<file path="config.mk">
export PLATFORM = sky130hd
export DESIGN_NAME = binned_decimator_int
export DESIGN_NICKNAME = d
export VERILOG_FILES = /design/src/hdl/bdec_pkg.sv /design/src/hdl/binned_decimator_int.sv /design/src/hdl/bdec_div.sv /design/src/hdl/bdec_dp.sv /design/src/hdl/bdec_ctrl.sv
export SDC_FILE = /design/constraint.sdc
export NUM_CORES = 2
export LEC_CHECK = 0
export BUFFER_PORTS_ARGS = -buffer_cell sky130_fd_sc_hd__clkbuf_2
export CAP_MARGIN = 25
export CORE_MARGIN = 4
export CORE_UTILIZATION = 64
export CTS_BUF_LIST = sky130_fd_sc_hd__clkbuf_16
export DETAILED_ROUTE_END_ITERATION = 8
export HOLD_SLACK_MARGIN = 0.12
export PLACE_DENSITY = 0.9
export SLEW_MARGIN = 20
export SYNTH_ARGS = -nofsm -noshare
export SYNTH_HDL_FRONTEND = slang
export SYNTH_SLANG_ARGS = --single-unit
export TNS_END_PERCENT = 50
</file>
<file path="constraint.sdc">
create_clock -name i_clk -period 7 [get_ports i_clk]
set_input_delay 1.75 -clock i_clk [delete_from_list [all_inputs] [get_ports i_clk]]
set_output_delay 1.75 -clock i_clk [all_outputs]
set_load 0.03 [all_outputs]
</file>
<file path="src/hdl/bdec_pkg.sv">
// package for the binned decimator: widths, mode and register codes,
// controller states and the command / status structs
// no dependencies
`timescale 1ns / 1ps

package bdec_pkg;

    localparam int SAMPLE_BITS  = 32;
    localparam int LENGTH_BITS  = 24;
    // exact bin sum needs one sample width plus one count width
    localparam int SUM_BITS     = SAMPLE_BITS + LENGTH_BITS;
    // boundary accumulator holds input_length * output_size at most
    localparam int BOUND_BITS   = 2 * LENGTH_BITS;
    // boundary numerator 2 * bound + size
    localparam int NUM_BITS     = BOUND_BITS + 2;
    localparam int DIV_BITS     = (SUM_BITS > NUM_BITS) ? SUM_BITS : NUM_BITS;
    localparam int DEN_BITS     = LENGTH_BITS + 1;
    localparam int DIV_CNT_BITS = $clog2(DIV_BITS);
    localparam int CFG_IDX_BITS = 2;

    localparam logic [CFG_IDX_BITS-1:0] CFG_LENGTH = 2'd0;
    localparam logic [CFG_IDX_BITS-1:0] CFG_SIZE   = 2'd1;
    localparam logic [CFG_IDX_BITS-1:0] CFG_MODE   = 2'd2;

    typedef enum logic [1:0] {
        MODE_MAX  = 2'd0,
        MODE_MIN  = 2'd1,
        MODE_MAG  = 2'd2,
        MODE_MEAN = 2'd3
    } t_mode;

    typedef enum logic [2:0] {
        ST_CLEAR,
        ST_INIT,
        ST_END_DIV,
        ST_RUN,
        ST_FINISH,
        ST_MEAN_DIV,
        ST_EMIT
    } t_state;

    typedef struct packed {
        logic clear;
        logic accept;
        logic start_end_div;
        logic start_mean_div;
        logic load_end;
        logic emit;
    } t_cmd;

    typedef struct packed {
        logic cfg_hit;
        logic at_end;
        logic div_done;
        logic out_free;
        logic mean_mode;
    } t_status;

endpackage

</file>
<file path="src/hdl/binned_decimator_int.sv">
// top level of the binned decimator: joins controller and datapath
// depends on bdec_pkg, bdec_ctrl, bdec_dp (and bdec_div below it)
`timescale 1ns / 1ps
// usage
//   input channel: i_valid / o_stall / i_sample, one signed sample per transfer
//   output channel: o_valid / i_stall / o_bin_value, o_bin_number, o_last_bin,
//   one result per finished bin, held in an output register until taken
//   config port: i_cfg_we / i_cfg_idx / i_cfg_data; index 0 input_length,
//   1 output_size, 2 reduce_mode; any of these writes restarts the vector and
//   drops a partial bin, a write to index 3 is ignored
// timing
//   samples inside a bin transfer at one per cycle
//   the sample that closes a bin stalls the input while the bin boundary for the
//   next bin comes from a shared one-bit-per-cycle divider (56 steps)
//   in mean mode the bin mean runs through the same divider first
//   result is loaded into the output register from the EMIT state, after FINISH in
//   max / min / magnitude modes and after FINISH and the mean division in mean mode
// reset and stall
//   after reset, and after each register write, the input stalls while the
//   first bin boundary is computed
//   a result waiting behind i_stall does not block samples of the next bin;
//   once that bin closes, the input stays stalled until the output register frees

module binned_decimator_int
    import bdec_pkg::*;
(
    input  logic                          i_clk,
    input  logic                          i_rst_n,
    input  logic                          i_cfg_we,
    input  logic [CFG_IDX_BITS-1:0]       i_cfg_idx,
    input  logic [LENGTH_BITS-1:0]        i_cfg_data,
    input  logic                          i_valid,
    output logic                          o_stall,
    input  logic signed [SAMPLE_BITS-1:0] i_sample,
    output logic                          o_valid,
    input  logic                          i_stall,
    output logic signed [SAMPLE_BITS-1:0] o_bin_value,
    output logic [LENGTH_BITS-1:0]        o_bin_number,
    output logic                          o_last_bin
);

    // command and status between controller and datapath
    t_cmd    cmd;
    t_status status;

    bdec_ctrl u_ctrl (
        .i_clk    (i_clk),
        .i_rst_n  (i_rst_n),
        .i_valid  (i_valid),
        .i_status (status),
        .o_stall  (o_stall),
        .o_cmd    (cmd)
    );

    bdec_dp u_dp (
        .i_clk        (i_clk),
        .i_rst_n      (i_rst_n),
        .i_cfg_we     (i_cfg_we),
        .i_cfg_idx    (i_cfg_idx),
        .i_cfg_data   (i_cfg_data),
        .i_sample     (i_sample),
        .i_stall      (i_stall),
        .i_cmd        (cmd),
        .o_status     (status),
        .o_valid      (o_valid),
        .o_bin_value  (o_bin_value),
        .o_bin_number (o_bin_number),
        .o_last_bin   (o_last_bin)
    );

endmodule

</file>
<file path="src/hdl/bdec_div.sv">
// unsigned restoring divider, one quotient bit per cycle
// depends on bdec_pkg
`timescale 1ns / 1ps

module bdec_div
    import bdec_pkg::*;
(
    input  logic                i_clk,
    input  logic                i_rst_n,
    input  logic                i_start,
    input  logic [DIV_BITS-1:0] i_dividend,
    input  logic [DEN_BITS-1:0] i_divisor,
    output logic                o_busy,
    output logic [DIV_BITS-1:0] o_quotient
);

    logic [DEN_BITS-1:0]     r_rem;
    logic [DIV_BITS-1:0]     r_quo;
    logic [DEN_BITS-1:0]     r_den;
    logic [DIV_CNT_BITS-1:0] r_cnt;
    logic                    r_busy;

    logic [DEN_BITS:0] shifted;
    logic [DEN_BITS:0] diff;
    logic              fits;

    assign shifted = {r_rem, r_quo[DIV_BITS-1]};
    assign diff    = shifted - {1'b0, r_den};
    assign fits    = (shifted >= {1'b0, r_den});

    always_ff @(posedge i_clk) begin
        if (!i_rst_n) begin
            r_busy <= 1'b0;
            r_cnt  <= '0;
        end else if (i_start) begin
            r_busy <= 1'b1;
            r_cnt  <= DIV_CNT_BITS'(DIV_BITS - 1);
        end else if (r_busy) begin
            if (r_cnt == '0) begin
                r_busy <= 1'b0;
            end
            r_cnt <= r_cnt - 1'b1;
        end
    end

    always_ff @(posedge i_clk) begin
        if (i_start) begin
            r_rem <= '0;
            r_quo <= i_dividend;
            r_den <= i_divisor;
        end else if (r_busy) begin
            r_rem <= fits ? diff[DEN_BITS-1:0] : shifted[DEN_BITS-1:0];
            r_quo <= {r_quo[DIV_BITS-2:0], fits};
        end
    end

    assign o_busy     = r_busy;
    assign o_quotient = r_quo;

endmodule

</file>
<file path="src/hdl/bdec_dp.sv">
// datapath: configuration registers, bin state, reductions, shared divider
// and output register; depends on bdec_pkg and bdec_div
`timescale 1ns / 1ps

module bdec_dp
    import bdec_pkg::*;
(
    input  logic                          i_clk,
    input  logic                          i_rst_n,
    input  logic                          i_cfg_we,
    input  logic [CFG_IDX_BITS-1:0]       i_cfg_idx,
    input  logic [LENGTH_BITS-1:0]        i_cfg_data,
    input  logic signed [SAMPLE_BITS-1:0] i_sample,
    input  logic                          i_stall,
    input  t_cmd                          i_cmd,
    output t_status                       o_status,
    output logic                          o_valid,
    output logic signed [SAMPLE_BITS-1:0] o_bin_value,
    output logic [LENGTH_BITS-1:0]        o_bin_number,
    output logic                          o_last_bin
);

    // configuration
    logic [LENGTH_BITS-1:0] r_len;
    logic [LENGTH_BITS-1:0] r_size;
    t_mode                  r_mode;

    // bin state
    logic [LENGTH_BITS-1:0]        r_seen, n_seen;
    logic [LENGTH_BITS-1:0]        r_bins, n_bins;
    logic [BOUND_BITS-1:0]         r_bound, n_bound;
    logic [LENGTH_BITS-1:0]        r_bin_end, n_bin_end;
    logic signed [SAMPLE_BITS-1:0] r_ext, n_ext;
    logic signed [SUM_BITS-1:0]    r_sum, n_sum;
    logic [LENGTH_BITS-1:0]        r_fill, n_fill;

    // output register
    logic                          r_out_valid;
    logic signed [SAMPLE_BITS-1:0] r_out_value;
    logic [LENGTH_BITS-1:0]        r_out_number;
    logic                          r_out_last;

    logic [LENGTH_BITS-1:0]    len_eff;
    logic [LENGTH_BITS-1:0]    size_nz;
    logic [LENGTH_BITS-1:0]    bins_eff;
    logic                      last;
    logic [SAMPLE_BITS:0]      x_ext;
    logic [SAMPLE_BITS:0]      ext_ext;
    logic [SAMPLE_BITS:0]      x_mag;
    logic [SAMPLE_BITS:0]      ext_mag;
    logic [SUM_BITS-1:0]       sum_mag;
    logic [SAMPLE_BITS-1:0]    quo_low;
    logic signed [SAMPLE_BITS-1:0] mean_val;
    logic                      div_start;
    logic [DIV_BITS-1:0]       div_dividend;
    logic [DEN_BITS-1:0]       div_divisor;
    logic                      div_busy;
    logic [DIV_BITS-1:0]       div_quo;

    assign len_eff  = (r_len == '0) ? LENGTH_BITS'(1) : r_len;
    assign size_nz  = (r_size == '0) ? LENGTH_BITS'(1) : r_size;
    assign bins_eff = (size_nz > len_eff) ? len_eff : size_nz;
    assign last     = (({1'b0, r_bins} + 1'b1) >= {1'b0, bins_eff});

    assign x_ext   = {i_sample[SAMPLE_BITS-1], i_sample};
    assign ext_ext = {r_ext[SAMPLE_BITS-1], r_ext};
    assign x_mag   = x_ext[SAMPLE_BITS] ? (~x_ext + 1'b1) : x_ext;
    assign ext_mag = ext_ext[SAMPLE_BITS] ? (~ext_ext + 1'b1) : ext_ext;
    assign sum_mag = r_sum[SUM_BITS-1] ? (~r_sum + 1'b1) : r_sum;

    // truncation toward zero: divide magnitudes, then restore the sign
    assign quo_low  = div_quo[SAMPLE_BITS-1:0];
    assign mean_val = r_sum[SUM_BITS-1] ? (~quo_low + 1'b1) : quo_low;

    always_ff @(posedge i_clk) begin
        if (!i_rst_n) begin
            r_len  <= LENGTH_BITS'(1);
            r_size <= LENGTH_BITS'(1);
            r_mode <= MODE_MAX;
        end else if (i_cfg_we) begin
            unique case (i_cfg_idx)
                CFG_LENGTH: r_len  <= i_cfg_data;
                CFG_SIZE:   r_size <= i_cfg_data;
                CFG_MODE:   r_mode <= t_mode'(i_cfg_data[1:0]);
                default:    ;
            endcase
        end
    end

    always_comb begin
        n_seen    = r_seen;
        n_bins    = r_bins;
        n_bound   = r_bound;
        n_bin_end = r_bin_end;
        n_ext     = r_ext;
        n_sum     = r_sum;
        n_fill    = r_fill;
        if (i_cmd.clear || (i_cmd.emit && last)) begin
            n_seen  = '0;
            n_bins  = '0;
            n_bound = BOUND_BITS'(len_eff);
            n_ext   = '0;
            n_sum   = '0;
            n_fill  = '0;
        end else if (i_cmd.emit) begin
            n_bins  = r_bins + 1'b1;
            n_bound = r_bound + BOUND_BITS'(len_eff);
            n_fill  = '0;
        end else if (i_cmd.accept) begin
            n_seen = r_seen + 1'b1;
            n_fill = r_fill + 1'b1;
            if (r_fill == '0) begin
                n_ext = i_sample;
                n_sum = SUM_BITS'(i_sample);
            end else begin
                case (r_mode)
                    MODE_MAX:  if (i_sample > r_ext) n_ext = i_sample;
                    MODE_MIN:  if (i_sample < r_ext) n_ext = i_sample;
                    MODE_MAG:  if (x_mag > ext_mag) n_ext = i_sample;
                    default:   n_sum = r_sum + SUM_BITS'(i_sample);
                endcase
            end
        end
        if (i_cmd.load_end) begin
            n_bin_end = div_quo[LENGTH_BITS-1:0];
        end
    end

    always_ff @(posedge i_clk) begin
        if (!i_rst_n) begin
            r_seen    <= '0;
            r_bins    <= '0;
            r_bound   <= '0;
            r_bin_end <= LENGTH_BITS'(1);
            r_fill    <= '0;
        end else begin
            r_seen    <= n_seen;
            r_bins    <= n_bins;
            r_bound   <= n_bound;
            r_bin_end <= n_bin_end;
            r_fill    <= n_fill;
        end
    end

    always_ff @(posedge i_clk) begin
        r_ext <= n_ext;
        r_sum <= n_sum;
    end

    // divider operands: next bin boundary or bin mean
    always_comb begin
        div_start    = i_cmd.start_end_div || i_cmd.start_mean_div;
        div_dividend = DIV_BITS'({r_bound, 1'b0} + NUM_BITS'(bins_eff));
        div_divisor  = {bins_eff, 1'b0};
        if (i_cmd.start_mean_div) begin
            div_dividend = DIV_BITS'(sum_mag);
            div_divisor  = {1'b0, r_fill};
        end
    end

    bdec_div u_div (
        .i_clk      (i_clk),
        .i_rst_n    (i_rst_n),
        .i_start    (div_start),
        .i_dividend (div_dividend),
        .i_divisor  (div_divisor),
        .o_busy     (div_busy),
        .o_quotient (div_quo)
    );

    always_ff @(posedge i_clk) begin
        if (!i_rst_n) begin
            r_out_valid <= 1'b0;
        end else if (i_cmd.emit) begin
            r_out_valid <= 1'b1;
        end else if (!i_stall) begin
            r_out_valid <= 1'b0;
        end
    end

    always_ff @(posedge i_clk) begin
        if (i_cmd.emit) begin
            r_out_value  <= (r_mode == MODE_MEAN) ? mean_val : r_ext;
            r_out_number <= r_bins;
            r_out_last   <= last;
        end
    end

    always_comb begin
        o_status.cfg_hit   = i_cfg_we && (i_cfg_idx == CFG_LENGTH || i_cfg_idx == CFG_SIZE
                                          || i_cfg_idx == CFG_MODE);
        o_status.at_end    = (({1'b0, r_seen} + 1'b1) >= {1'b0, r_bin_end});
        o_status.div_done  = !div_busy;
        o_status.out_free  = !r_out_valid || !i_stall;
        o_status.mean_mode = (r_mode == MODE_MEAN);
    end

    assign o_valid      = r_out_valid;
    assign o_bin_value  = r_out_value;
    assign o_bin_number = r_out_number;
    assign o_last_bin   = r_out_last;

endmodule

</file>
<file path="src/hdl/bdec_ctrl.sv">
// controller state machine: sequences restart, boundary and mean divisions,
// sample intake and result emission; depends on bdec_pkg
`timescale 1ns / 1ps

module bdec_ctrl
    import bdec_pkg::*;
(
    input  logic    i_clk,
    input  logic    i_rst_n,
    input  logic    i_valid,
    input  t_status i_status,
    output logic    o_stall,
    output t_cmd    o_cmd
);

    t_state r_state, n_state;

    always_ff @(posedge i_clk) begin
        if (!i_rst_n) begin
            r_state <= ST_CLEAR;
        end else begin
            r_state <= n_state;
        end
    end

    always_comb begin
        n_state = r_state;
        o_cmd   = '0;
        o_stall = (r_state != ST_RUN);
        unique case (r_state)
            ST_CLEAR: begin
                o_cmd.clear = 1'b1;
                n_state     = ST_INIT;
            end
            ST_INIT: begin
                o_cmd.start_end_div = 1'b1;
                n_state             = ST_END_DIV;
            end
            ST_END_DIV: begin
                if (i_status.div_done) begin
                    o_cmd.load_end = 1'b1;
                    n_state        = ST_RUN;
                end
            end
            ST_RUN: begin
                if (i_valid) begin
                    o_cmd.accept = 1'b1;
                    if (i_status.at_end) begin
                        n_state = ST_FINISH;
                    end
                end
            end
            ST_FINISH: begin
                if (i_status.mean_mode) begin
                    o_cmd.start_mean_div = 1'b1;
                    n_state              = ST_MEAN_DIV;
                end else begin
                    n_state = ST_EMIT;
                end
            end
            ST_MEAN_DIV: begin
                if (i_status.div_done) begin
                    n_state = ST_EMIT;
                end
            end
            ST_EMIT: begin
                if (i_status.out_free) begin
                    o_cmd.emit = 1'b1;
                    n_state    = ST_INIT;
                end
            end
            default: begin
                n_state = ST_CLEAR;
            end
        endcase
        // a register write drops the vector in progress
        if (i_status.cfg_hit) begin
            n_state = ST_CLEAR;
        end
    end

endmodule

</file>
======== After elaboration in Yosys (flattened, before gate mapping) ========
Index checks and enable logic that the tools add are counted.
storage, ports and cells
  register bits ........................... 456
  bits of input ports ..................... 63
  output and inout bits ................... 59
  word-level logic and storage cells ...... 150
cells by class
  $add $sub $neg .......................... 14
  order comparisons ....................... 7
  eq/ne operators ......................... 22
  muxes and demuxes ....................... 46
  bitwise operators ....................... 6
  reduce and logical (&&, ||, !) cells .... 31
operator list
  cell                   count
  $mux 56                6
  $mux 32                6
  $mux 24                6
  $pmux 32 s3            1
  $add 24x1->24 const B  3
  $logic_not 24->1       3
  $add 33x1->33 const B  2
  $mux 33                2
  $not 33->33            2
  $add 56x1->56 const B  1
  $add 56x32->56         1
  $not 56->56            1
  $add 24x1->25 const B  2
  $add 49x24->50         1
  $ge 25x24->1           2
  $add 48x24->48         1
  $gt 33x33->1           1
  $add 32x1->32 const B  1
  $gt 32x32->1           1
  $lt 32x32->1           1
  $not 32->32            1
  $ge 26x25->1           1
  $mux 25                1
  $sub 25x25->25         1
  other kinds (31)       78

======== Longest topological paths before layout ========
  word-level depth ........................ 8
  depth in mapped cells ................... 29
  gate-level depth less buffers ........... 26

======== By module ========
From an unflattened synthesis, not the netlist that was laid out.
second synthesis, totals
  cell total of the unflattened synthesis .. 4040
  area total of the unflattened synthesis .. 33589.7 sq um
by module, submodules not included
  module     times used  cells each  area each (sq um)  sequential area each (sq um)
  bdec_dp    1           3500        27361.2            7377.1
  bdec_div   1           502         5930.7             3072.9
  bdec_ctrl  1           38          297.8              60.1

======== Worst setup path after synthesis ========
No wires, ideal clock.
  path kind ............................... input port to flip-flop
  from .................................... input i_sample[8]
  to ...................................... register u_dp.r_ext[10]
  setup time .............................. 132 ps
  data arrival time ....................... 5976 ps
  data required time ...................... 6868 ps
  path slack .............................. 891 ps
  stages .................................. 21
  path buffers ............................ 3
  path through ............................ clkbuf_1 > or4_1 > or3_1 > or3_1 > nand2b_1 > nand2b_1 > or3_1 > o31ai_1 > xnor2_1 > ha_1 > nand4_1 > or2_2 > nor4_1 > nor2_1 > o21a_1 > and2_1 > clkbuf_1 > buf_1 > a22o_1 > nand2_1 > a21oi_1
between the ends
  longest elaborated chain between the ends .. 6
  elaborated cells on any way between the ends .. 10
ends and longest elaborated chain
  what                          RTL line                    source
  from (decl)                   binned_decimator_int.sv:34  input logic signed [SAMPLE_BITS-1:0] i_sample,
  $not 33->33                   bdec_dp.sv:67               assign x_mag = x_ext[SAMPLE_BITS] ? (~x_ext + 1'b1) : x_ext;
  $add 33x1->33                 bdec_dp.sv:67
  $mux 33                       bdec_dp.sv:67
  $gt 33x33->1                  bdec_dp.sv:119              MODE_MAG: if (x_mag > ext_mag) n_ext = i_sample;
  $ne 3x1->1 (no line)          -
  $reduce_and 6->1 (no line) *  -
  to (signal assigned)          bdec_dp.sv:146              r_ext <= n_ext;
  to (decl)                     bdec_dp.sv:33               logic signed [SAMPLE_BITS-1:0] r_ext, n_ext;
Every way passes the cells marked *; elsewhere a longest branch is shown, timed or not.
A chain may end at the register's enable or synchronous reset.

======== Final worst setup path ========
  from .................................... register u_dp.r_len[20]
  to ...................................... register u_dp.u_div.r_quo[42], in the netlist u_dp.u_div.o_quotient[42] (data pin)
between the ends
  longest elaborated chain between the ends .. 7
ends and longest elaborated chain
  what                    RTL line        source
  from (decl)             bdec_dp.sv:24   logic [LENGTH_BITS-1:0] r_len;
  from (signal assigned)  bdec_dp.sv:82   CFG_LENGTH: r_len <= i_cfg_data;
  $logic_not 24->1        bdec_dp.sv:60   assign len_eff = (r_len == '0) ? LENGTH_BITS'(1) : r_len;
  $mux 24 *               bdec_dp.sv:60
  $gt 24x24->1            bdec_dp.sv:62   assign bins_eff = (size_nz > len_eff) ? len_eff : size_nz;
  $mux 24 *               bdec_dp.sv:62
  $add 49x24->50 *        bdec_dp.sv:153  div_dividend = DIV_BITS'({r_bound, 1'b0} + NUM_BITS'(bins_eff));
  $mux 56 *               bdec_dp.sv:155  if (i_cmd.start_mean_div) begin
  $mux 56 *               bdec_div.sv:47  if (i_start) begin
  to (signal assigned)    bdec_div.sv:49  r_quo <= i_dividend;
  to (signal assigned)    bdec_div.sv:53  r_quo <= {r_quo[DIV_BITS-2:0], fits};
  to (decl)               bdec_div.sv:18  logic [DIV_BITS-1:0] r_quo;
Marks and branches as above.

==> results.toml <==
[floorplan]
core_um2 = 51300
die_width_um = 236
pin_count = 122
fp.dieH_um = 236
rows = 83
die_area_um2 = 55500
initial_core_util = 0.646

[job]
maxCapViolCount = 0

[grt]
grt_antenna_before_repair = 2
grt_pass1_wl_um = 156000
grt_pass1_vias = 29500
grt_overflow = 0
grt_max_degree = 89
grt_usage = 0.336

[worst_hold_path]
hold_class = "flop to flop"
holdPathStages = 2

[setup_path]
critPathLaunchType = "flop"
path_max_fanout = 37
end_kind = "flop"
required_ns = 7.33
worstPathArrival_ns = 7.06
crit_type = "flop to flop"
worstRegToRegCells = 25

[synthesis]
synth_top_family_by_area = "compound AO/OA/AOI/OAI gates"
yosys-top-cells-area = "dfxtp_1, edfxtp_1, ha_1"
syn_nets = 4457
synth-xor-area-share = 0.105
syn_inst = 4119
netlist_area_um2 = 33100
ys_async_sr_fraction = 0
synth_top_area_frac = 0.192
ys_warn_count = 0
synthAdderAreaFrac = 0.105
synth-edff-count = 138
synth-simple-area-share = 0.190
synthFlopType = "dfxtp_1"
synth_area_leader_cell = "dfxtp_1"
synth_compound_area_frac = 0.226
muxShareOfSynthArea = 0.00706
synth_cell_type_count = 81
seq_area_frac_synth = 0.317
syn_avg_cell_area_um2 = 8.05
ys_ff_latch = 456

[timing]
hold_slack_ns = 0.473
hold_viol = 0
fin_tns_setup_ns = 0
slew_headroom = 0.301
slew_viol_final = 0
setup_violations = 0
fin_crit_ns = 6.73
skew_ns = 0.0260
fmax_mhz = 149
min_period_over_period = 0.961
rsz0062_at_grt = "no"
worstMarginPinSlew_ns = 1.03
setup_ws_ns = 0.270

[detailed_routing]
vias = 31600
dr.pass1.iters = 6
avgRoutedWirePerCell_um = 20.2
viasPerCell = 6.52
drcViolationCount = 0
antenna_left = 0
postRouteWirelength_um = 97900
drt_iter0_markers = 3440

[layout]
final_cell_mix = "nand2_1, nor2_1, dfxtp_1, a21oi_1, ha_1"
synthToLayoutAreaGrowth_pct = 8.57
nFillCells = 3919
layout_commonest_cell = "nand2_1"
seq_area_um2 = 10500
multi_input_area_um2 = 21100
design_area_um2 = 36000
drive_above_1_share = 0.0780
nNetsFinal = 4452

[power]
p_leak_nw = 14.4
powerDensity_nw_per_um2 = 214
total_power_mw = 7.69
ir_drop_v = 0.000173

[placed_design]
hpwl_um = 71100
place_congestion = 1.00
io_buffer_count = 121
post_dp_cell_area_um2 = 34300
preCtsSetupSlack_ns = 0.499

[clock_tree]
cts.sinks = 456
ctsHoldBuffers = 0
clkLatencyLatePin_ns = 0.62
cts_inserted_buffers = 48
cts_setup_buffers = 0
cts_buffer_depth = 3
cts_tree = "built"
cts_resized = 0
cts-htree-levels = 2
root_buffer = "clkbuf_16"
clk_pin_slew_worst_paths_ns = 0.06

[run_status]
status = "finished, final reports clean"
-- power by group --
part,switching (mW),leakage (nW),internal (mW)
sequential,0.178,3.85,2.91
clock,1.18,0.799,1.57
combinational,1.16,9.78,0.702
total,2.51,14.4,5.18
-- cells in the mapped netlist, types with 40 or more instances --
cell type and count:
nor3_1 74, inv_1 185, a21boi_0 85, dfxtp_1 318, nand2_1 500, nor2_1 378
nor4_1 40, nand3_1 75, ha_1 271, xnor2_1 200, edfxtp_1 138, o31ai_1 52
a21o_1 87, o21ai_0 264, clkbuf_1 228, a22oi_1 42, a211oi_1 46, nand4_1 70
xor2_1 198, a21oi_1 316
-- final timing paths --
kind,slack (ns),to,startpoint
worst max-delay path,0.27,u_dp.u_div.o_quotient[42],u_dp.r_len[20]
worst max register to register,0.27,u_dp.u_div.o_quotient[42],u_dp.r_len[20]
worst min register to register,0.47,u_dp.r_bin_end[19],u_dp.r_bin_end[19]
worst min-delay path,0.47,u_dp.r_bin_end[19],u_dp.r_bin_end[19]
-- cells by family (layout without fill, tap and decap cells) --
kind of cell	after synthesis	count (layout)
muxes	23	23
DFF	456	456
other	2	6
adders and majority gates	276	276
xor gates and xnor gates	398	398
and+or+nand+nor	1361	1361
AOI/OAI and AO/OA	1171	1171
buffers and inverters	432	466
-- stage by stage --
stage          cells  utilization
4_1_cts         4831        0.700
3_3_place_gp    4741        0.668
2_1_floorplan   4119            -
5_1_grt         4834        0.701
6_report        4837        0.701
3_5_place_dp    4742        0.668
-- sequential cells by signal, indices dropped and copies added, names as in the netlist, 25 cells and up --
| signal | flops |
|---|---|
| u_dp.u_div.o_quotient | 56 |
| u_dp.u_div.r_rem | 25 |
| u_dp.u_div.r_den | 25 |
| u_dp.o_bin_value | 32 |
| u_dp.r_ext | 32 |
| u_dp.r_bound | 48 |
| u_dp.r_sum | 56 |
-- routing by layer --
metal	up-vias	GRT usage	share of wire
li1	14700	-	-
met1	14700	0.445	0.40
met2	1754	0.540	0.45
met3	373	0.0565	0.097
met4	0	0.158	0.054
met5	-	0	0
-- final cells by class --
type	count	area share
multi-input combinational	3231	0.586
sequential	456	0.292
clock buffer	50	0.0348
timing repair buffer	191	0.0325
tap	680	0.0236
inverter	186	0.0194
clock inverter	39	0.0113
antenna	4	0.000278
-- worst max-delay path: stages (launching register included) --
cell and delay (ns):
dfxtp_1 0.35, nor4_1 0.53, nand4_1 0.18, o21bai_1 0.35, ha_1 0.20, nand2b_1 0.09
a21oi_1 0.07, nor4_1 0.26, o31a_1 0.18, a31o_2 0.67, nor2_1 0.08, a21oi_1 0.51
inv_1 0.10, ha_1 0.32, a21oi_1 0.09, o21bai_1 0.14, a21oi_1 0.12, o21ai_0 0.27
a2111oi_0 0.16, buf_4 0.17, o311ai_0 0.58, nand4_1 0.16, buf_4 0.22, nor4_1 0.35
xnor2_1 0.17, o21ai_0 0.09
Note: power is estimated with default switching activity, not from simulation.
